**src/rtl/chc_pkg.sv**
```systemverilog
// Package: widths, constants, arctangent table and the CORDIC vector type.
package chc_pkg;

    localparam int AXIS_W         = 12;
    localparam int DECL_W         = 15;
    localparam int HEAD_W         = 15;
    localparam int PRE_SHIFT      = 12;
    localparam int VEC_W          = 27;
    localparam int ACC_W          = 26;
    localparam int TOT_W          = 28;
    localparam int UNIT_SHIFT     = 10;
    localparam int QUO_W          = 17;
    localparam int TABLE_LEN      = 24;
    localparam int CORDIC_STAGES_DEF = 16;

    localparam logic signed [DECL_W-1:0] DECL_RESET   = DECL_W'(284);
    localparam logic signed [ACC_W-1:0]  ANGLE_90     = ACC_W'(90 * 65536);
    localparam logic [QUO_W-1:0]         FULL_TURN    = QUO_W'(23040);
    localparam logic [QUO_W-1:0]         TWO_TURNS    = QUO_W'(2 * 23040);
    localparam logic signed [TOT_W-1:0]  BIAS_ROUND   = TOT_W'(2 * 23040 * 1024 + 512);

    typedef struct packed {
        logic signed [VEC_W-1:0] x;
        logic signed [VEC_W-1:0] y;
        logic signed [ACC_W-1:0] acc;
        logic                    zero;
    } chc_vec_t;

    function automatic logic signed [ACC_W-1:0] chc_atan(input int idx);
        logic signed [ACC_W-1:0] r;
        begin
            unique case (idx)
                0:  r = ACC_W'(2949120);
                1:  r = ACC_W'(1740967);
                2:  r = ACC_W'(919879);
                3:  r = ACC_W'(466945);
                4:  r = ACC_W'(234379);
                5:  r = ACC_W'(117304);
                6:  r = ACC_W'(58666);
                7:  r = ACC_W'(29335);
                8:  r = ACC_W'(14668);
                9:  r = ACC_W'(7334);
                10: r = ACC_W'(3667);
                11: r = ACC_W'(1833);
                12: r = ACC_W'(917);
                13: r = ACC_W'(458);
                14: r = ACC_W'(229);
                15: r = ACC_W'(115);
                16: r = ACC_W'(57);
                17: r = ACC_W'(29);
                18: r = ACC_W'(14);
                19: r = ACC_W'(7);
                20: r = ACC_W'(4);
                21: r = ACC_W'(2);
                22: r = ACC_W'(1);
                default: r = '0;
            endcase
            return r;
        end
    endfunction

endpackage

```
**src/rtl/chc_cordic_stage.sv**
```systemverilog
// One vectoring CORDIC micro-rotation stage with its own valid/ready register.
module chc_cordic_stage #(
    parameter int IDX = 0
) (
    input  logic              clk,
    input  logic              rst_n,
    input  logic              in_valid,
    output logic              in_ready,
    input  chc_pkg::chc_vec_t in_vec,
    output logic              out_valid,
    input  logic              out_ready,
    output chc_pkg::chc_vec_t out_vec
);
    import chc_pkg::*;

    localparam logic signed [ACC_W-1:0] ATAN_I = chc_atan(IDX);

    logic                    valid_reg;
    chc_vec_t                vec_reg;
    chc_vec_t                vec_next;
    logic signed [VEC_W-1:0] xs;
    logic signed [VEC_W-1:0] ys;
    logic signed [VEC_W-1:0] dx;
    logic signed [VEC_W-1:0] dy;

    assign xs = in_vec.x;
    assign ys = in_vec.y;
    assign dx = ys >>> IDX;
    assign dy = xs >>> IDX;

    always_comb
    begin
        vec_next      = in_vec;
        if (!ys[VEC_W-1])
        begin
            vec_next.x   = xs + dx;
            vec_next.y   = ys - dy;
            vec_next.acc = in_vec.acc + ATAN_I;
        end
        else
        begin
            vec_next.x   = xs - dx;
            vec_next.y   = ys + dy;
            vec_next.acc = in_vec.acc - ATAN_I;
        end
    end

    assign in_ready = !valid_reg || out_ready;

    always_ff @(posedge clk or negedge rst_n)
    begin
        if (!rst_n)
        begin
            valid_reg <= 1'b0;
        end
        else if (in_ready)
        begin
            valid_reg <= in_valid;
        end
    end

    always_ff @(posedge clk)
    begin
        if (in_ready && in_valid)
        begin
            vec_reg <= vec_next;
        end
    end

    assign out_valid = valid_reg;
    assign out_vec   = vec_reg;
endmodule

```
**config.mk**
```make
export PLATFORM = sky130hd
export DESIGN_NAME = chc_cordic_stage
export DESIGN_NICKNAME = d
export VERILOG_FILES = /design/src/rtl/chc_pkg.sv /design/src/rtl/chc_cordic_stage.sv
export SDC_FILE = /design/constraint.sdc
export NUM_CORES = 1
export LEC_CHECK = 0
export BUFFER_PORTS_ARGS = -buffer_cell sky130_fd_sc_hd__buf_2
export CAP_MARGIN = 20
export CORE_MARGIN = 2
export CORE_UTILIZATION = 35
export DETAILED_ROUTE_END_ITERATION = 16
export GPL_TIMING_DRIVEN = 0
export PLACE_DENSITY = 0.63
export SYNTH_ARGS = -nofsm -noshare
export SYNTH_HDL_FRONTEND = slang
export SYNTH_SLANG_ARGS = --single-unit
```
**constraint.sdc**
```tcl
create_clock -name clk -period 2.64 [get_ports clk]
set_input_delay 0.528 -clock clk [delete_from_list [all_inputs] [get_ports clk]]
set_output_delay 0.528 -clock clk [all_outputs]
set_load 0.03 [all_outputs]
```
# == Word-level counts from Yosys, hierarchy flattened ==
# Index checks and enable logic that the tools add are counted.
# W data, S select, Z words.
# word_totals
latchBits,0
inputBits,85
memories,0
out_inout_bits,83
romBits,0
ram_bits,0
wordCells,14
ff_bits,82
# op_classes
order_cmp,0
muxes,1
n_eq_ne,0
div_mod_pow,0
n_shift,0
addsub,5
bitwise_logic,0
n_mul,0
n_reduce_logical,3
# ops
cell,n
$mux W80,1
$sub A27 B27 Y27,2
$add A27 B27 Y27,1
$add A26 B23 Y26 const B,1
$sub A26 B23 Y26 const B,1
$logic_and A1 B1 Y1,1
$logic_not A1 Y1,1
$logic_or A1 B1 Y1,1

# == Longest topological paths before layout ==
# Gate-level depths: netlist (run 1).
# logic_depth
ltp_word,3
mapped_depth,12
mapped_depth_nobuf,12

# == Worst setup path after synthesis (run 1) ==
# No wires, ideal clock.
# synth_path
kind,in2reg
start,input out_ready
end,"register vec_reg, in the netlist out_vec[0] (enable)"
cell_stages,2
slack_ns,-0.583
setup_time_ns,0.447
arrival_ns,2.776
path_cell_list,nand2b_1 -> and2_1
# synth_between
elab_chain_cells,2
# synth_rtl
item,line_no,text
start: declaration,chc_cordic_stage.sv:11,"input logic out_ready,"
$logic_or A1 B1 Y1,chc_cordic_stage.sv:48,assign in_ready = !valid_reg || out_ready;
$logic_and A1 B1 Y1,chc_cordic_stage.sv:64,if (in_ready && in_valid)
end signal: assignment,chc_cordic_stage.sv:66,vec_reg <= vec_next;
end: declaration,chc_cordic_stage.sv:19,chc_vec_t vec_reg;
# Every way passes these cells.
# A chain may end at the register's enable or synchronous reset.

==> results of run 1 <==
-- worst register-to-register path: cells and delay by family (launching register included) --
kind	cells	cell delay (ns)
buffers and inverters	1	0.31
and+or+nand+nor	2	0.59
DFF	1	0.37
-- area by class of cell --
cell class / instances / area, um^2 / share of cell area
clock inverter: 7 / 70.1 / 0.00662
sequential: 81 / 2430 / 0.229
timing repair buffer: 243 / 1590 / 0.150
clock buffer: 9 / 225 / 0.0213
inverter: 85 / 373 / 0.0352
tap: 275 / 344 / 0.0325
multi-input combinational: 590 / 5310 / 0.502
buffer: 30 / 245 / 0.0232
-- placed cells by master, fill, tap and decap left out, types with 26 or more instances in the layout --
| master | count |
|---|---|
| buf_2 | 149 |
| edfxtp_1 | 80 |
| buf_4 | 74 |
| ha_1 | 73 |
| inv_1 | 63 |
| a21oi_1 | 59 |
| nor2_1 | 55 |
| xnor2_1 | 44 |
| o21ai_0 | 32 |
| nand2_1 | 26 |
-- sequential cells by signal, indices dropped and copies added, names as in the netlist --
signal / flops
out_vec: 80
out_valid: 1
-- logic make-up (layout without fill, tap and decap cells) --
kind of cell,Yosys count,count (layout)
flops,81,81
fa+ha+maj,99,99
mux,12,12
simple gates,184,184
buf+inv,119,374
xor+xnor,59,59
compound gates,236,236
-- where the power goes --
group	internal (mW)	switching, mW
clock network	0.733	0.544
logic	0.918	1.35
registers	1.61	0.0298
-- routing by layer --
| metal | vias up | GRT usage | routed length [um] |
|---|---|---|---|
| met5 | - | 0 | 0 |
| met4 | 0 | 0.0824 | 840 |
| met3 | 75 | 0.0336 | 2030 |
| met2 | 408 | 0.335 | 11300 |
| met1 | 3277 | 0.261 | 9640 |
| li1 | 3293 | - | - |
-- repair_timing --
item / 4_1_cts / 5_1_grt
endpoints found under the setup margin: 28 / 28
pin swaps: 48 / 82
gates cloned: 0 / 1
endpoints found under the hold margin: 1 / 0
hold buffers: 1 / 0
setup buffers: 27 / 49
gates resized for setup: 99 / 116
-- worst min-delay path by stage --
stage / startpoint / endpoint / slack [ns]
final: in_vec[0] / out_vec[0] / 0.36
after global routing: in_vec[15] / out_vec[15] / 0.35
after CTS: in_vec[2] / out_vec[2] / 0.35
after detailed placement: rst_n / out_valid / 0.30
after global placement: rst_n / out_valid / 0.30
after floorplan: rst_n / out_valid / 0.23
-- cells in the mapped netlist (16+ instances only) --
cell and instances:
a21o_1 16, a21oi_1 82, edfxtp_1 80, ha_1 95
inv_1 81, nand2_1 30, nand2b_1 16, nor2_1 63
nor3_1 21, o21ai_0 46, o21bai_1 20, xnor2_1 45
-- through the flow --
stage                     cells  instance area [um^2]
final                      1320                 10600
after global routing       1320                 10600
after detailed placement   1233                  8820
after CTS                  1276                  9750
after global placement     1232                  8800
after floorplan             790                  7620
==> reports/metrics.cfg, run 1 <==
[timing]
fin_ws_ns = -0.267
min_period_ns = 2.91
rsz0062_at_grt = true
setup_tns_ns = -2.37
post-route-period-util = 1.10
hold-worst-slack_ns = 0.358
hold_viol = 0
tightest_slew_ns = 0.885
final_max_slew_viol_count = 0
fmax_mhz = 344
max_slew_margin = 0.410
finalSetupViolations = 16
skew_ns = 0.00872

[synth]
synth_area_leaders = edfxtp_1, ha_1, a21oi_1, xnor2_1, inv_1
netlist.area_leader.share = 0.327
ys.warnings.count = 0
syn_avg_cell_area_um2 = 9.30
synthFlopType = edfxtp_1
synth_fa_ha_area_frac = 0.173
synth-async-reset-ratio = 0.0123
synth_xor_area_frac = 0.0703
synth_nets = 974
syn_area_mm2 = 0.00735
synth_cell_type_count = 79
yosys.area_share.simple = 0.125
ys_ff_latch = 81
synth_edf_count = 80
syn_inst = 790
synth_top_family_by_area = compound AO/OA/AOI/OAI gates
synth_largest_area_cell = edfxtp_1
synth-compound-area-share = 0.210
yosysSeqAreaShare = 0.330
muxShareOfSynthArea = 0.0163

[clock_tree]
htreeDepth = 3
clock_sinks = 81
clkLatencyLatePin_ns = 0.35
ctsRootBufferMaster = clkbuf_16
cts_tree = built
cts_made_buffers = 9
clk_pin_slew_ns = 0.07
cts_max_path_buffers = 2

[route]
first_iter_violations = 773
routed_wl_um = 23800
first_pass_iters = 7
viasPerCell = 5.34
drt.antenna.violating_nets = 0
wire_per_inst_um = 18.0
vias = 7053
drc = 0

[power_and_ir_drop]
power_per_cell_area_mw_per_mm2 = 490
vdd_ir_drop_max_uv = 305
fin_total_pwr_mw = 5.18
p_leak_nw = 4.55

[critical_path]
critPathCapture = out_vec[47]
required_ns = 2.74
crit_family = compound AO/OA/AOI/OAI gates
startpoint = in_vec[27]
arrival_ns = 3.01
slowest_stage = fa_2
worstSetupEndpointType = register
crit_chain = buf_12 -> inv_12 -> ha_4 -> fa_2 -> nand2b_4 -> o221a_4 -> o32a_1 -> o21a_1 -> o21a_4 -> buf_4 -> buf_6 -> nor2_4 -> nor4b_2 -> a21oi_2 -> xnor2_1
cp.depth = 15
slowest_delay_ns = 0.35
path_max_fanout = 3
r2r_setup_slack_ns = 1.02
worst_r2r_path_depth = 3
critical_path_buf_inv_count = 4
startpoint_type = input port
rr_startpoint = out_valid
path_class = input port to register
r2r_end = out_vec[57]

[floorplan]
die_width_um = 149
placementRows = 53
ioPinCount = 168
fp.dieH_um = 149
coreArea_mm2 = 0.0208
start_util = 0.353
die_area_mm2 = 0.0222

[run]
max-cap-violations = 0

[run_status]
failed_checks = negative setup slack
status = finished, violations left

[hold_path]
hold_depth = 1
hp-class = input port to register

[placed_design]
dp_slack_ns = -0.918
hpwl_um = 17400
gp_congestion = 0.950
port_buffers = 167

[global_route]
antenna_found_initial = 0
grt_pass1_vias = 6704
grt_start_max_net_pins = 46
grt_pass1_wl_um = 35200
grt_overflow = 0
track_usage = 0.201

[finish]
fillers = 1898
final_util = 0.508
drive_gt1_frac = 0.409
diodes = 0
final_nets = 1224
area_delta_synth_final_pct = 44.0

No activity file was read; power rests on OpenSTA's default activity.
==> run 2: changes to the inputs <==
- PLACE_DENSITY: 0.63 -> 0.61
- clock period: 2.64 -> 3.77 ns (I/O delays scaled with it)
==> run 2 against run 1 <==
Compared with the run above:
- the flow now finishes without violations
- clock-buffer cell count unchanged
- clock power decreased by 29%
- sequential share of layout area increased by 4.4 points
- utilization decreased by 8.2 points
- largest power group unchanged
==> reports/metrics.cfg, run 2 (synthesized netlist as in run 1, its figures left out) <==
[route]
first_pass_iters = 5  ; -2
drt.antenna.violating_nets = 0  ; unchanged
drc = 0  ; unchanged
vias = 6377  ; -9.6%
viasPerCell = 5.11  ; -4.4%
first_iter_violations = 640  ; -17%
routed_wl_um = 21200  ; -11%
wire_per_inst_um = 17.0  ; -5.6%

[timing]
tightest_slew_ns = 0.916  ; +0.0309 ns
final_max_slew_viol_count = 0  ; unchanged
rsz0062_at_grt = false
finalSetupViolations = 0  ; -16
fin_ws_ns = 0.156  ; +0.423 ns
fmax_mhz = 277
hold-worst-slack_ns = 0.187  ; -0.170 ns
hold_viol = 0  ; unchanged
max_slew_margin = 0.389  ; -0.0206
skew_ns = 0.0136  ; +0.00489 ns
post-route-period-util = 0.959
min_period_ns = 3.61

[critical_path]
path_class = input port to register
path_max_fanout = 9  ; +6
worstSetupEndpointType = register
arrival_ns = 3.68  ; +0.67 ns
startpoint = in_vec[29]
startpoint_type = input port
required_ns = 3.84  ; +1.10 ns
rr_startpoint = out_valid

[power_and_ir_drop]
seqPwrFrac = 0.350  ; +0.033
combPwrFrac = 0.371  ; -0.066
swShare = 0.366  ; -0.00450
p_int_mw = 2.08  ; -36%
p_leak_nw = 3.98  ; -13%
power_switching_mw = 1.20  ; -38%
power_per_cell_area_mw_per_mm2 = 370  ; -24%
vdd_ir_drop_max_uv = 213  ; -30%
pwr-share-clk = 0.279  ; +0.033

[clock_tree]
clkLatencyLatePin_ns = 0.35  ; about the same
ctsRootBufferMaster = clkbuf_16
cts_made_buffers = 9  ; unchanged
htreeDepth = 3  ; unchanged
cts_tree = built
clock_sinks = 81  ; unchanged
cts_resized = 0  ; -100%
cts_max_path_buffers = 2  ; unchanged
cts_setup_buffers = 0  ; -100%
clk_pin_slew_ns = 0.06  ; about the same
postCtsHoldBufs = 0  ; -1

[finish]
diodes = 0  ; unchanged
drive_gt1_frac = 0.233  ; -0.176
final_common_cell = buf_2
fillers = 2109  ; +11%
largest_reg_flops = 80  ; unchanged
area_delta_synth_final_pct = 20.6
sequential_cell_area_mm2 = 0.00243  ; unchanged
multi_input_area_mm2 = 0.00438  ; -18%
fin_area_mm2 = 0.00886  ; -16%
mostFrequentLayoutCells = buf_2, ha_1, a21oi_1
final_util = 0.426  ; -0.0824
final_nets = 1153  ; -5.8%

[global_route]
track_usage = 0.190  ; -0.0117
grt_start_max_net_pins = 66  ; +43%
grt_overflow = 0  ; unchanged
grt_pass1_wl_um = 32900  ; -6.6%
antenna_found_initial = 0  ; unchanged
grt_pass1_vias = 6117  ; -8.8%

[floorplan]
die_area_mm2 = 0.0222  ; unchanged
ioPinCount = 168  ; unchanged
fp.dieH_um = 149  ; unchanged
die_width_um = 149  ; unchanged
placementRows = 53  ; unchanged
coreArea_mm2 = 0.0208  ; unchanged
start_util = 0.353  ; unchanged

[run]
max-cap-violations = 0  ; unchanged

[placed_design]
port_buffers = 167  ; unchanged
placedInstanceArea_mm2 = 0.00856  ; -3.0%
gp_congestion = 0.915  ; -3.7%
hpwl_um = 16900  ; -2.4%
dp_slack_ns = -0.121  ; +0.797 ns

[run_status]
status = finished clean

[hold_path]
hp-class = input port to asynchronous set/reset pin

run 2: critical path, cell delays in order:
cell      delay, ns
buf_2          0.10
inv_1          0.04
ha_1           0.29
buf_6          0.14
a211oi_1       0.31
nor2_1         0.12
o311ai_1       0.39
nand3_1        0.24
o41ai_1        0.59
nand2_1        0.13
a31oi_1        0.24
o211ai_1       0.14
xor2_1         0.19
run 2: final timing paths:
kind	end	slack [ns]	cells after the start
setup / recovery	out_vec[50]	0.16	13
hold / removal	out_valid	0.19	1
setup reg to reg	out_vec[35]	2.26	3
hold reg to reg	out_valid	0.54	2
max in group asynchronous	out_valid	3.49	1
min in group clk	out_valid	0.54	2
run 2: cell type report:
class,count,share of cell area
well taps,275,0.0388
clock inverters,7,0.00889
clock buffers,9,0.0254
multi-input cells,590,0.494
flip-flops and latches,81,0.274
repair buffers,168,0.0974
inverters,85,0.0360
plain buffers,34,0.0258
run 2: metal layers:
layer / wire length [um] / global-route usage / share of wire
met1: 9810 / 0.267 / 0.46
met2: 9610 / 0.306 / 0.45
met3: 1460 / 0.0239 / 0.069
met4: 370 / 0.0543 / 0.017
met5: 0 / 0 / 0
run 2: power by group through the flow:
stage	clock [mW]	combinational [mW]	sequential, mW
after floorplan	0	0.661	1.36
after global placement	0	1.19	1.17
after detailed placement	0	1.21	1.17
after CTS	0.931	1.21	1.15
after global routing	0.969	1.33	1.16
final	0.914	1.22	1.15
run 2: through the flow:
stage                     total power [mW]  instances  setup TNS [ns]
after global placement                2.36       1232          -31.74
after detailed placement              2.38       1233          -0.206
final                                 3.28       1249               0
after floorplan                       2.02        790               0
after CTS                             3.29       1249               0
after global routing                  3.45       1249               0
==> run 3: changes to the inputs <==
- CORE_ASPECT_RATIO: default -> 1.75
- CORE_UTILIZATION: 35 -> 60
- PLACE_DENSITY: 0.61 -> 0.92
==> run 3 against run 2 <==
Compared with the run above:
- setup slack got worse by 0.059 ns
- non-clock buffer count is the same
- die area down 41%
- sequential power barely moved
- combinational power is essentially flat
- power decreased by 0.67%
- first-iteration DRC count decreased by 6.9%
- worst hold slack worse by 0.014 ns
- sequential share of layout area increased by 0.41 points
- critical path type unchanged
- critical endpoint unchanged
- highest routed layer unchanged
==> reports/metrics.cfg, run 3 (synthesized netlist as in run 1, its figures left out) <==
[run_status]
status = finished clean

[global_route]
grt_pass1_wl_um = 32200  ; -2.2%
track_usage = 0.314  ; +0.125
grt_start_max_net_pins = 68  ; +3.0%
grt_overflow = 0  ; unchanged
grt_pass1_vias = 6656  ; +8.8%
antenna_found_initial = 0  ; unchanged

[finish]
area_delta_synth_final_pct = 18.8
final_common_cell = buf_2
largest_reg_flops = 80  ; unchanged
fin_area_mm2 = 0.00873  ; -1.5%
drive_gt1_frac = 0.234  ; +0.00103
mostFrequentLayoutCells = buf_2, ha_1, a21oi_1
final_nets = 1153  ; unchanged
diodes = 0  ; unchanged
stdcell_count = 1139  ; -8.8%

[critical_path]
arrival_ns = 3.75  ; +0.07 ns
critical_path_buf_inv_count = 3  ; unchanged
worstSetupEndpointType = register
startpoint_type = input port
path_max_fanout = 9  ; unchanged
required_ns = 3.84  ; about the same
slowest_stage = o41ai_2
r2r_setup_slack_ns = 2.25  ; about the same
path_class = input port to register
crit_family = compound AO/OA/AOI/OAI gates
crit_chain = buf_2 -> inv_1 -> ha_1 -> buf_6 -> a211oi_1 -> nor2_1 -> o311ai_1 -> nand3_1 -> o41ai_2 -> nand2_1 -> a31oi_1 -> o211ai_1 -> xor2_1
slowest_delay_ns = 0.56  ; -0.03 ns

[route]
wire_per_inst_um = 18.1  ; +6.6%
routed_wl_um = 20700  ; -2.7%
drc = 0  ; unchanged
drt.antenna.violating_nets = 0  ; unchanged
vias = 6796  ; +6.6%
first_iter_violations = 596  ; -6.9%
viasPerCell = 5.97  ; +17%
first_pass_iters = 5  ; unchanged

[power_and_ir_drop]
power_per_cell_area_mw_per_mm2 = 373  ; +0.82%
vdd_ir_drop_max_uv = 245  ; +15%
p_leak_nw = 4.00  ; +0.43%

[timing]
post-route-period-util = 0.974  ; +0.0157
finalSetupViolations = 0  ; unchanged
fmax_mhz = 272  ; -1.6%
tightest_slew_ns = 0.845  ; -0.0715 ns
fin_ws_ns = 0.0965  ; -0.0591 ns
min_period_ns = 3.67  ; +0.0591 ns
max_slew_margin = 0.437  ; +0.0477
skew_ns = 0.00847  ; -0.00514 ns
final_max_slew_viol_count = 0  ; unchanged
rsz0062_at_grt = false
hold_viol = 0  ; unchanged

[floorplan]
die_area_mm2 = 0.0132  ; -41%
start_util = 0.612  ; +0.259
coreArea_mm2 = 0.0120  ; -42%
ioPinCount = 168  ; unchanged
die_width_um = 87.7  ; -41%
fp.dieH_um = 150  ; +1.0%
placementRows = 53  ; unchanged

[placed_design]
gp_congestion = 1.00  ; +9.5%
placedCellCount = 1123  ; -8.9%
port_buffers = 167  ; unchanged
hpwl_um = 16100  ; -5.2%
placedInstanceArea_mm2 = 0.00842  ; -1.6%
dp_slack_ns = -0.195  ; -0.0739 ns

[clock_tree]
cts_setup_buffers = 0  ; unchanged
clk_pin_slew_ns = 0.07  ; about the same
clock_sinks = 81  ; unchanged
cts_resized = 0  ; unchanged
cts_tree = built
htreeDepth = 3  ; unchanged
cts_made_buffers = 9  ; unchanged
postCtsHoldBufs = 0  ; unchanged
ctsRootBufferMaster = clkbuf_16
clkLatencyLatePin_ns = 0.34  ; about the same
cts_max_path_buffers = 2  ; unchanged

[hold_path]
hp-class = input port to asynchronous set/reset pin

[run]
max-cap-violations = 0  ; unchanged

-- run 3: cell types whose count changed in the layout (fill, tap and decap cells not counted) --
cell        previous run  this run
clkinv_4               1         2
o41ai_2                1         2
inv_8                  0         1
clkinv_2               0         2
inv_6                  2         1
clkinvlp_4             3         0
o41ai_1                1         0
-- run 3: power breakdown --
group / switching, mW / internal [mW] / total, mW
sequential: 0.0212 / 1.13 / 1.15
clock: 0.359 / 0.519 / 0.878
combinational: 0.795 / 0.433 / 1.23
-- run 3: routing by layer --
metal  vias to the layer above  global-route usage  part of all wire
li1                       3154                   -                 -
met1                      3155               0.340              0.35
met2                       387               0.573              0.52
met3                       100              0.0318             0.066
met4                         0               0.188             0.062
met5                         -                   0                 0
-- run 3: area by class of cell --
type	instances	area (um^2)
flip-flops and latches	81	2430
clock buffers	9	225
inverters	85	319
plain buffers	34	229
well taps	165	206
repair buffers	168	863
clock inverters	7	77.6
fillers	946	3270
multi-input cells	590	4380
-- run 3: per-stage QoR --
step	TNS (ns)	hold WS, ns	util	power (mW)
after floorplan	0	0.458	-	2.02
after global placement	-6.46	0.500	0.699	2.33
after detailed placement	-0.572	0.529	0.702	2.36
after CTS	0	0.173	0.727	3.23
after global routing	0	0.175	0.728	3.38
final	0	0.174	0.728	3.26
-- run 3: worst paths after layout --
path | from | endpoint | depth (start not counted)
max in group asynchronous | rst_n | out_valid | 1
worst max register to register | out_valid | out_vec[6] | 3
worst min-delay path | rst_n | out_valid | 1
worst max-delay path | in_vec[29] | out_vec[50] | 13
worst min register to register | out_valid | out_valid | 2
min in group clk | out_valid | out_valid | 2
